<file path="config.mk">
export PLATFORM = sky130hd
export DESIGN_NAME = two_axis_complementary_tilt_filter
export DESIGN_NICKNAME = d
export VERILOG_FILES = /design/src/sv/tcf_pkg.sv /design/src/sv/tcf_seq.sv /design/src/sv/tcf_div.sv /design/src/sv/tcf_dp.sv /design/src/sv/two_axis_complementary_tilt_filter.sv
export SDC_FILE = /design/constraint.sdc
export NUM_CORES = 2
export LEC_CHECK = 0
export BUFFER_PORTS_ARGS = -buffer_cell sky130_fd_sc_hd__buf_2
export CAP_MARGIN = 20
export CORE_MARGIN = 1
export CORE_UTILIZATION = 42
export CTS_BUF_LIST = sky130_fd_sc_hd__clkbuf_8
export DETAILED_ROUTE_END_ITERATION = 10
export SLEW_MARGIN = 15
export SYNTH_ARGS = -nofsm -noshare
export SYNTH_HDL_FRONTEND = slang
export SYNTH_SLANG_ARGS = --single-unit
</file>
<file path="constraint.sdc">
create_clock -name clk -period 18 [get_ports clk]
set_input_delay 1.8 -clock clk [delete_from_list [all_inputs] [get_ports clk]]
set_output_delay 1.8 -clock clk [all_outputs]
set_load 0.05 [all_outputs]
</file>
<file path="src/sv/tcf_pkg.sv">
// shared types, constants and microcode table of the tilt filter
package tcf_pkg;

    localparam int ACC_W   = 36;
    localparam int PROD_W  = 36;
    localparam int PC_W    = 5;
    localparam int QUO_W   = 24;
    localparam int REM_W   = 10;
    localparam int CNT_W   = 5;
    localparam int MHI_LSB = 8;
    localparam int MHI_W   = 26;
    localparam int RECIP_W = 25;
    localparam int RECIP_SH = 26;
    localparam int EST_W   = MHI_W + RECIP_W;

    localparam logic [CNT_W-1:0] DIV_STEPS = 5'd3;
    localparam logic [CNT_W-1:0] DS_EST    = 5'd3;
    localparam logic [CNT_W-1:0] DS_BACK   = 5'd2;
    localparam logic [CNT_W-1:0] DS_FIX    = 5'd1;
    localparam logic [REM_W:0]   DIVISOR   = 11'd625;
    localparam logic [ACC_W-1:0] ROUND_ADD = 36'd312;
    localparam logic [RECIP_W-1:0] RECIP_625 = 25'd27487790;

    localparam logic signed [17:0] RECIP_10   = 18'sd52429;
    localparam logic signed [17:0] ANGLE_GAIN = 18'sd375;
    localparam logic signed [17:0] ACCEL_GAIN = 18'sd46080;

    localparam logic [1:0] MS_DIV10 = 2'd0;
    localparam logic [1:0] MS_ANG   = 2'd1;
    localparam logic [1:0] MS_RATE  = 2'd2;
    localparam logic [1:0] MS_ACC   = 2'd3;

    localparam logic [1:0] AO_NONE = 2'd0;
    localparam logic [1:0] AO_LOAD = 2'd1;
    localparam logic [1:0] AO_ADD  = 2'd2;

    localparam logic [2:0] C_NEVER   = 3'd0;
    localparam logic [2:0] C_ALWAYS  = 3'd1;
    localparam logic [2:0] C_NOSTART = 3'd2;
    localparam logic [2:0] C_DIVBUSY = 3'd3;
    localparam logic [2:0] C_OUTBUSY = 3'd4;

    localparam logic AXIS_X = 1'b0;
    localparam logic AXIS_Y = 1'b1;

    typedef struct packed {
        logic [2:0]      cond;
        logic [PC_W-1:0] target;
        logic            axis;
        logic [1:0]      mul_sel;
        logic [1:0]      acc_op;
        logic            rate_ld;
        logic            div_start;
        logic            tilt_wr;
        logic            out_ld;
        logic            in_ld;
    } ctl_t;

    typedef struct packed {
        logic start;
        logic div_busy;
        logic out_busy;
    } stat_t;

    function automatic ctl_t ucode(input logic [PC_W-1:0] pc);
        ctl_t c;
        c = '0;
        unique case (pc)
            5'd0:
            begin
                c.in_ld  = 1'b1;
                c.cond   = C_NOSTART;
                c.target = 5'd0;
            end
            5'd1:
            begin
                c.mul_sel = MS_DIV10;
            end
            5'd2:
            begin
                c.rate_ld = 1'b1;
                c.axis    = AXIS_X;
                c.mul_sel = MS_ANG;
            end
            5'd3:
            begin
                c.axis    = AXIS_X;
                c.acc_op  = AO_LOAD;
                c.mul_sel = MS_RATE;
            end
            5'd4:
            begin
                c.axis    = AXIS_X;
                c.acc_op  = AO_ADD;
                c.mul_sel = MS_ACC;
            end
            5'd5:
            begin
                c.acc_op = AO_ADD;
            end
            5'd6:
            begin
                c.div_start = 1'b1;
            end
            5'd7:
            begin
                c.cond   = C_DIVBUSY;
                c.target = 5'd7;
            end
            5'd8:
            begin
                c.axis    = AXIS_X;
                c.tilt_wr = 1'b1;
            end
            5'd9:
            begin
                c.axis    = AXIS_Y;
                c.mul_sel = MS_ANG;
            end
            5'd10:
            begin
                c.axis    = AXIS_Y;
                c.acc_op  = AO_LOAD;
                c.mul_sel = MS_RATE;
            end
            5'd11:
            begin
                c.axis    = AXIS_Y;
                c.acc_op  = AO_ADD;
                c.mul_sel = MS_ACC;
            end
            5'd12:
            begin
                c.acc_op = AO_ADD;
            end
            5'd13:
            begin
                c.div_start = 1'b1;
            end
            5'd14:
            begin
                c.cond   = C_DIVBUSY;
                c.target = 5'd14;
            end
            5'd15:
            begin
                c.axis    = AXIS_Y;
                c.tilt_wr = 1'b1;
            end
            5'd16:
            begin
                c.out_ld = 1'b1;
                c.cond   = C_OUTBUSY;
                c.target = 5'd16;
            end
            default:
            begin
                c.cond   = C_ALWAYS;
                c.target = 5'd0;
            end
        endcase
        return c;
    endfunction

endpackage

</file>
<file path="src/sv/tcf_seq.sv">
// microcode sequencer: step counter, control rom and conditional jumps
module tcf_seq (
    input  logic           clk,
    input  logic           rst_n,
    input  tcf_pkg::stat_t stat,
    output tcf_pkg::ctl_t  cw
);
    import tcf_pkg::*;

    logic [PC_W-1:0] pc_reg;
    logic [PC_W-1:0] pc_next;
    logic            take;

    assign cw = ucode(pc_reg);

    always_comb
    begin
        unique case (cw.cond)
            C_ALWAYS:  take = 1'b1;
            C_NOSTART: take = !stat.start;
            C_DIVBUSY: take = stat.div_busy;
            C_OUTBUSY: take = stat.out_busy;
            default:   take = 1'b0;
        endcase
        pc_next = take ? cw.target : pc_reg + 5'd1;
    end

    always_ff @(posedge clk or negedge rst_n)
    begin
        if (!rst_n)
        begin
            pc_reg <= '0;
        end
        else
        begin
            pc_reg <= pc_next;
        end
    end

endmodule

</file>
<file path="src/sv/tcf_div.sv">
// reciprocal-multiply signed divide by 625 with rounding and 24-bit saturation
module tcf_div (
    input  logic                            clk,
    input  logic                            rst_n,
    input  logic                            start,
    input  logic signed [tcf_pkg::ACC_W-1:0] num,
    output logic                            busy,
    output logic signed [tcf_pkg::QUO_W-1:0] quo
);
    import tcf_pkg::*;

    logic              busy_reg;
    logic              busy_next;
    logic [CNT_W-1:0]  cnt_reg;
    logic [CNT_W-1:0]  cnt_next;
    logic              neg_reg;
    logic [ACC_W-1:0]  mag_reg;
    logic [QUO_W-1:0]  qest_reg;
    logic [ACC_W-1:0]  back_reg;
    logic [QUO_W-1:0]  q_reg;
    logic [ACC_W-1:0]  absn;
    logic [ACC_W-1:0]  mag;
    logic [EST_W-1:0]  est_prod;
    logic [ACC_W-1:0]  back_sum;
    logic [ACC_W-1:0]  rem_full;
    logic              qcorr;

    always_comb
    begin
        absn     = num[ACC_W-1] ? ('0 - num) : num;
        mag      = absn + ROUND_ADD;
        // estimate is never above the true quotient and short by at most one
        est_prod = EST_W'(mag_reg[MHI_LSB+MHI_W-1:MHI_LSB]) * EST_W'(RECIP_625);
        // 625 = 512 + 64 + 32 + 16 + 1
        back_sum = ACC_W'({qest_reg, 9'b0}) + ACC_W'({qest_reg, 6'b0})
                 + ACC_W'({qest_reg, 5'b0}) + ACC_W'({qest_reg, 4'b0})
                 + ACC_W'(qest_reg);
        rem_full = mag_reg - back_reg;
        qcorr    = (rem_full >= ACC_W'(DIVISOR));
    end

    always_comb
    begin
        busy_next = busy_reg;
        cnt_next  = cnt_reg;
        if (start)
        begin
            busy_next = 1'b1;
            cnt_next  = DIV_STEPS;
        end
        else if (busy_reg)
        begin
            cnt_next  = cnt_reg - 5'd1;
            busy_next = (cnt_reg != 5'd1);
        end
    end

    always_ff @(posedge clk or negedge rst_n)
    begin
        if (!rst_n)
        begin
            busy_reg <= 1'b0;
            cnt_reg  <= '0;
        end
        else
        begin
            busy_reg <= busy_next;
            cnt_reg  <= cnt_next;
        end
    end

    always_ff @(posedge clk)
    begin
        if (start)
        begin
            neg_reg <= num[ACC_W-1];
            mag_reg <= mag;
        end
        else if (busy_reg)
        begin
            unique case (cnt_reg)
                DS_EST:  qest_reg <= est_prod[RECIP_SH+QUO_W-1:RECIP_SH];
                DS_BACK: back_reg <= back_sum;
                DS_FIX:  q_reg    <= qest_reg + QUO_W'(qcorr);
                default:
                begin
                end
            endcase
        end
    end

    always_comb
    begin
        if (!neg_reg)
        begin
            quo = q_reg[QUO_W-1] ? {1'b0, {(QUO_W-1){1'b1}}} : q_reg;
        end
        else
        begin
            quo = (q_reg[QUO_W-1] && (q_reg[QUO_W-2:0] != '0))
                ? {1'b1, {(QUO_W-1){1'b0}}} : ('0 - q_reg);
        end
    end

    assign busy = busy_reg;

`ifndef SYNTHESIS
    a_start_busy: assert property (@(posedge clk) disable iff (!rst_n)
        start |=> busy_reg && cnt_reg == DIV_STEPS)
        else $error("divider did not start");
    a_cnt_idle: assert property (@(posedge clk) disable iff (!rst_n)
        busy_reg |-> cnt_reg != '0)
        else $error("divider busy with empty count");
`endif

endmodule

</file>
<file path="src/sv/tcf_dp.sv">
// datapath: input latch, shared multiplier, accumulator, rates and tilt state
module tcf_dp (
    input  logic                             clk,
    input  logic                             rst_n,
    input  tcf_pkg::ctl_t                    cw,
    input  logic                             in_acc,
    input  logic signed [15:0]               gx,
    input  logic signed [15:0]               gy,
    input  logic signed [15:0]               ax,
    input  logic signed [15:0]               ay,
    input  logic [9:0]                       dt,
    input  logic signed [tcf_pkg::QUO_W-1:0] quo,
    output logic signed [tcf_pkg::ACC_W-1:0] acc,
    output logic signed [tcf_pkg::QUO_W-1:0] tilt_x,
    output logic signed [tcf_pkg::QUO_W-1:0] tilt_y
);
    import tcf_pkg::*;

    logic [16:0]              gxmag_reg;
    logic                     gxneg_reg;
    logic signed [16:0]       ry_reg;
    logic signed [16:0]       rx_reg;
    logic signed [15:0]       ax_reg;
    logic signed [15:0]       ay_reg;
    logic signed [PROD_W-1:0] prod_reg;
    logic signed [ACC_W-1:0]  acc_reg;
    logic signed [QUO_W-1:0]  tilt_x_reg;
    logic signed [QUO_W-1:0]  tilt_y_reg;

    logic [16:0]        gx_ext;
    logic [16:0]        gy_ext;
    logic               gy_dead;
    logic [16:0]        dt96;
    logic [11:0]        qmag;
    logic [16:0]        rx_mag;
    logic signed [24:0] op_a;
    logic signed [17:0] op_b;
    logic signed [42:0] prod_full;

    always_comb
    begin
        gx_ext  = {gx[15], gx};
        gy_ext  = {gy[15], gy};
        gy_dead = (gy == 16'sd0) || (gy == 16'sd1) || (gy == -16'sd1);
        dt96    = {1'b0, dt, 6'b0} + {2'b0, dt, 5'b0};
        qmag    = prod_reg[30:19];
        rx_mag  = {5'd0, qmag};
    end

    always_comb
    begin
        unique case (cw.mul_sel)
            MS_DIV10:
            begin
                op_a = {8'd0, gxmag_reg};
                op_b = RECIP_10;
            end
            MS_ANG:
            begin
                op_a = (cw.axis == AXIS_Y) ? {tilt_y_reg[QUO_W-1], tilt_y_reg}
                                           : {tilt_x_reg[QUO_W-1], tilt_x_reg};
                op_b = ANGLE_GAIN;
            end
            MS_RATE:
            begin
                op_a = (cw.axis == AXIS_Y) ? {{8{ry_reg[16]}}, ry_reg}
                                           : {{8{rx_reg[16]}}, rx_reg};
                op_b = {1'b0, dt96};
            end
            default:
            begin
                op_a = (cw.axis == AXIS_Y) ? {{9{ax_reg[15]}}, ax_reg}
                                           : {{9{ay_reg[15]}}, ay_reg};
                op_b = ACCEL_GAIN;
            end
        endcase
        prod_full = 43'(op_a) * 43'(op_b);
    end

    always_ff @(posedge clk)
    begin
        prod_reg <= prod_full[PROD_W-1:0];
        if (in_acc)
        begin
            gxneg_reg <= gx[15];
            gxmag_reg <= gx[15] ? (17'd0 - gx_ext) : gx_ext;
            ry_reg    <= gy_dead ? 17'sd0 : (17'd0 - gy_ext);
            ax_reg    <= ax;
            ay_reg    <= ay;
        end
        if (cw.rate_ld)
        begin
            rx_reg <= (qmag <= 12'd1) ? 17'sd0
                    : (gxneg_reg ? (17'd0 - rx_mag) : rx_mag);
        end
        unique case (cw.acc_op)
            AO_LOAD: acc_reg <= prod_reg;
            AO_ADD:  acc_reg <= acc_reg + prod_reg;
            default: acc_reg <= acc_reg;
        endcase
    end

    always_ff @(posedge clk or negedge rst_n)
    begin
        if (!rst_n)
        begin
            tilt_x_reg <= '0;
            tilt_y_reg <= '0;
        end
        else if (cw.tilt_wr)
        begin
            if (cw.axis == AXIS_Y)
            begin
                tilt_y_reg <= quo;
            end
            else
            begin
                tilt_x_reg <= quo;
            end
        end
    end

    assign acc    = acc_reg;
    assign tilt_x = tilt_x_reg;
    assign tilt_y = tilt_y_reg;

endmodule

</file>
<file path="src/sv/two_axis_complementary_tilt_filter.sv">
// top level of the two-axis complementary tilt filter
// sample flow: a new sample set is accepted only after the current one has run through two 3-step
// divide-by-625 passes plus the microcode steps around the shared multiplier
// a finished beat waits in the output register while the next sample is accepted
// reset clears both tilt angles, step_time_ms, the step counter and out_valid
module two_axis_complementary_tilt_filter (
    input  logic               clk,
    input  logic               rst_n,
    input  logic               cfg_wr_en,
    input  logic [9:0]         cfg_wr_data,
    input  logic               in_valid,
    output logic               in_ready,
    input  logic signed [15:0] gyro_x,
    input  logic signed [15:0] gyro_y,
    input  logic signed [15:0] acc_x,
    input  logic signed [15:0] acc_y,
    output logic               out_valid,
    input  logic               out_ready,
    output logic signed [23:0] angle_x,
    output logic signed [23:0] angle_y
);
    import tcf_pkg::*;

    ctl_t                    cw;
    stat_t                   stat;
    logic                    in_acc;
    logic                    out_busy;
    logic                    out_load;
    logic                    div_busy;
    logic signed [ACC_W-1:0] acc;
    logic signed [QUO_W-1:0] quo;
    logic signed [QUO_W-1:0] tilt_x;
    logic signed [QUO_W-1:0] tilt_y;

    logic [9:0]              step_time_ms_reg;
    logic                    out_valid_reg;
    logic                    out_valid_next;
    logic signed [QUO_W-1:0] angle_x_reg;
    logic signed [QUO_W-1:0] angle_y_reg;

    assign in_ready = cw.in_ld;
    assign in_acc   = in_valid && cw.in_ld;
    assign out_busy = out_valid_reg && !out_ready;
    assign out_load = cw.out_ld && !out_busy;

    assign stat.start    = in_valid;
    assign stat.div_busy = div_busy;
    assign stat.out_busy = out_busy;

    tcf_seq u_seq (
        .clk   (clk),
        .rst_n (rst_n),
        .stat  (stat),
        .cw    (cw)
    );

    tcf_dp u_dp (
        .clk    (clk),
        .rst_n  (rst_n),
        .cw     (cw),
        .in_acc (in_acc),
        .gx     (gyro_x),
        .gy     (gyro_y),
        .ax     (acc_x),
        .ay     (acc_y),
        .dt     (step_time_ms_reg),
        .quo    (quo),
        .acc    (acc),
        .tilt_x (tilt_x),
        .tilt_y (tilt_y)
    );

    tcf_div u_div (
        .clk   (clk),
        .rst_n (rst_n),
        .start (cw.div_start),
        .num   (acc),
        .busy  (div_busy),
        .quo   (quo)
    );

    always_comb
    begin
        priority if (out_load)
        begin
            out_valid_next = 1'b1;
        end
        else if (out_ready)
        begin
            out_valid_next = 1'b0;
        end
        else
        begin
            out_valid_next = out_valid_reg;
        end
    end

    always_ff @(posedge clk or negedge rst_n)
    begin
        if (!rst_n)
        begin
            step_time_ms_reg <= '0;
            out_valid_reg    <= 1'b0;
        end
        else
        begin
            if (cfg_wr_en)
            begin
                step_time_ms_reg <= cfg_wr_data;
            end
            out_valid_reg <= out_valid_next;
        end
    end

    always_ff @(posedge clk)
    begin
        if (out_load)
        begin
            angle_x_reg <= tilt_x;
            angle_y_reg <= tilt_y;
        end
    end

    assign out_valid = out_valid_reg;
    assign angle_x   = angle_x_reg;
    assign angle_y   = angle_y_reg;

`ifndef SYNTHESIS
    a_busy_after_accept: assert property (@(posedge clk) disable iff (!rst_n)
        in_acc |=> !in_ready)
        else $error("input accepted while sample in flight");
    a_tilt_after_div: assert property (@(posedge clk) disable iff (!rst_n)
        cw.tilt_wr |-> !div_busy)
        else $error("tilt written before divide finished");
    a_out_matches_tilt: assert property (@(posedge clk) disable iff (!rst_n)
        out_load |=> out_valid_reg && angle_x_reg == tilt_x && angle_y_reg == tilt_y)
        else $error("output beat differs from tilt state");
    a_div_idle_at_accept: assert property (@(posedge clk) disable iff (!rst_n)
        in_acc |-> !div_busy)
        else $error("divider busy at sample accept");
`endif

endmodule

</file>
==> flow_metrics.tcl <==
set metrics [dict create \
    root_buffer "clkbuf_8" \
    library_cells_used_by_synthesis 98 \
    initial_antenna_violation_count 2 \
    synthToLayoutAreaGrowth_pct 8.29 \
    finalHoldViolCount 0 \
    global_route_wire_length_before_repair_um 208000 \
    syn-cell-area_um2 48300 \
    critical_path_arrival_ns 9.95 \
    gp_routability_congestion 0.949 \
    floorplan.die.width_um 341 \
    num_vias 34900 \
    fin_area_um2 52300 \
    firstDrtPassIters 6 \
    critical_path.startpoint "u_seq.pc_reg[0]" \
    reg2reg_setup_slack_ns 8.61 \
    ant_nets 0 \
    fmax_mhz 107 \
    initial_utilization_pct 42.3 \
    final_layout_size_suffix_gt1_share_pct 6.94 \
    grt_pass1_vias 35800 \
    ctsHtreeMaxLevel 3 \
    buffer_ports.inserted 128 \
    fin_crit_ns 9.39 \
    path_depth 33 \
    insertion_delay_ns 0.69 \
    postSynthRegisterBits 390 \
    timing.rr.end "u_dp.prod_reg[35]" \
    avgSynthCellArea_um2 9.75 \
    synthDominantCellAreaShare_pct 27.4 \
    post_detailed_route_drc_marker_count 0 \
    cts_num_sinks 390 \
    grt_setup_unrepaired "false" \
    cp_slowest_cell "a21boi_0" \
    placementRows 124 \
    synth.yosys.warnings 0 \
    post_synth_main_area_contributors "fa_1 (27%), edfxtp_1 (18%), ha_1 (13%), inv_1 (8.1%), dfrtp_1 (3.6%)" \
    post-route-period-util_pct 52.2 \
    maxCapViolCount 0 \
    critical_path.startpoint_type "register" \
    final_max_slew_viol_count 0 \
    place_worst_setup_slack_ns 8.66 \
    critical_path.n_buffers_inverters 7 \
    detail_route.vias_per_cell 5.24 \
    crit_path_max_incr_delay_ns 0.87 \
    core_region_area_um2 114000 \
    dominantRegCellSynth "edfxtp_1" \
    path_delay_family "adder cells" \
    critical_path_peak_fanout 34 \
    number_of_buffers_inserted_for_hold_repair_after_clock_tree_synthesis 0 \
    synth_async_sr_flop_share_pct 17.9 \
    finalSetupViolations 0 \
    endpoint_kind "register" \
    detailed_place_hpwl_um 110000 \
    cts-buffers-inserted 70 \
    route.detailed.wl_per_inst_um 19.9 \
    register_to_register_path_depth 33 \
    nNetsFinal 6317 \
    hold_path_class "register to register" \
    utilization_pct 45.8 \
    number_of_enable_type_register_cells_in_the_synthesized_netlist 284 \
    yosysSeqAreaShare_pct 22.8 \
    post_cts.resized_instances 0 \
    first_iter_violations 2205 \
    syn_inst 4955 \
    fp.dieArea_um2 116000 \
    timing_worst_slew_pin_value_ns 1.11 \
    endpoint "u_dp.prod_reg[35]" \
    worstPathRequired_ns 18.56 \
    netlist.top_cell.by_area "fa_1" \
    cts.path.max_buffers 3 \
    cts_tree "yes" \
    worstSetupPathType "register to register" \
    top_level_ports 129 \
    worst_path_most_repeated_cell "fa_1" \
    worst_slack_ns 8.61 \
    globalRoute.totalOverflow 0 \
    clk_pin_slew_worst_paths_ns 0.06 \
    wirelength_um 132000 \
    status "finished, final reports clean" \
    timing.max_slew.rel_slack_pct 25.7 \
    post_cts_setup_driven_buffer_insertion_count 0 \
    die-height_um 341 \
    finalSetupTns_ns 0 \
    rr_startpoint "u_seq.pc_reg[0]" \
    finClkSkew_ns 0.0502 \
    detailed_place.area_um2 50700 \
    grt.total_usage_pct 23.2 \
    largest_net_degree_at_the_start_of_global_routing 71 \
]
-- metal layers --
metal	up-vias	wire (um)	track usage, %	part of all wire (%)
met1	17300	57600	30.8	44
met2	936	63000	38.7	48
met4	0	5200	8.59	3.9
met3	205	6570	3.06	5.0
li1	16400	-	-	-
met5	-	0	0	0
-- area by class of cell --
type	instances	area [um^2]
diodes	4	10.0
well taps	1512	1890
clock inverters	49	442
flip-flops and latches	390	11000
repair buffers	162	896
inverters	1047	3930
clock buffers	79	1090
multi-input cells	3416	33000
fillers	11000	61900
-- cell usage after synthesis, drive strengths merged, types with 35 or more instances --
cell type and n:
xnor2 199, o31ai 35, o21a 48, a21o 69, o21ai 172, nor3 69
fa 662, nand2b 57, inv 1046, nand2 403, dfrtp 70, nor2 330
xor2 94, nand3 59, mux2 55, a21oi 198, nor2b 37, ha 489
edfxtp 284, dfxtp 36, or3 36, clkbuf 99
-- cell usage in the layout, fill, tap and decap left out, types with 57 or more instances in the layout --
master	n
a21o_1	69
a21oi_1	194
buf_2	128
clkbuf_8	79
dfrtp_1	70
edfxtp_1	284
fa_1	662
ha_1	488
inv_1	1068
nand2_1	403
nand2b_1	57
nand3_1	59
nor2_1	322
nor3_1	66
o21ai_0	123
xnor2_1	199
xor2_1	94
-- per-stage QoR --
| stage | hold WS [ns] | instances |
|---|---|---|
| 5_1_grt | 0.532 | 6658 |
| 6_report | 0.515 | 6659 |
| 2_1_floorplan | 0.424 | 4964 |
| 4_1_cts | 0.516 | 6653 |
| 3_5_place_dp | 0.506 | 6525 |
| 3_3_place_gp | 0.506 | 6524 |
-- worst reg2reg max path: cells and delay by family (launching register included) --
kind            cells  cell delay, ns
fa+ha+maj           8            3.84
compound gates     11            3.15
buf+inv             7            0.86
simple gates        6            0.85
flops               1            0.41
xor+xnor            1            0.13
-- cells by family after synthesis --
logic type	after synthesis	share of synthesized area, %
adders and majority gates	1151	40.1
and+or+nand+nor	1145	11.0
DFF	390	22.8
AOI/OAI and AO/OA	737	10.0
xor gates and xnor gates	293	5.31
buffers and inverters	1158	9.01
muxes	79	1.78
other	2	0.0155
-- worst min-delay path by stage --
stage | endpoint | startpoint | depth (start not counted) | slack [ns]
3_5_place_dp | out_valid | out_valid | 2 | 0.51
4_1_cts | angle_x[18] | u_dp.tilt_x[18] | 0 | 0.52
2_1_floorplan | u_div.neg_reg | u_dp.acc[35] | 0 | 0.42
3_3_place_gp | out_valid | out_valid | 2 | 0.51
5_1_grt | angle_x[18] | u_dp.tilt_x[18] | 0 | 0.53
6_report | angle_x[18] | u_dp.tilt_x[18] | 0 | 0.52
Power is left out: the tool's default activity adds up to more than one toggle a clock period on the data nets, which glitch-free logic cannot reach.
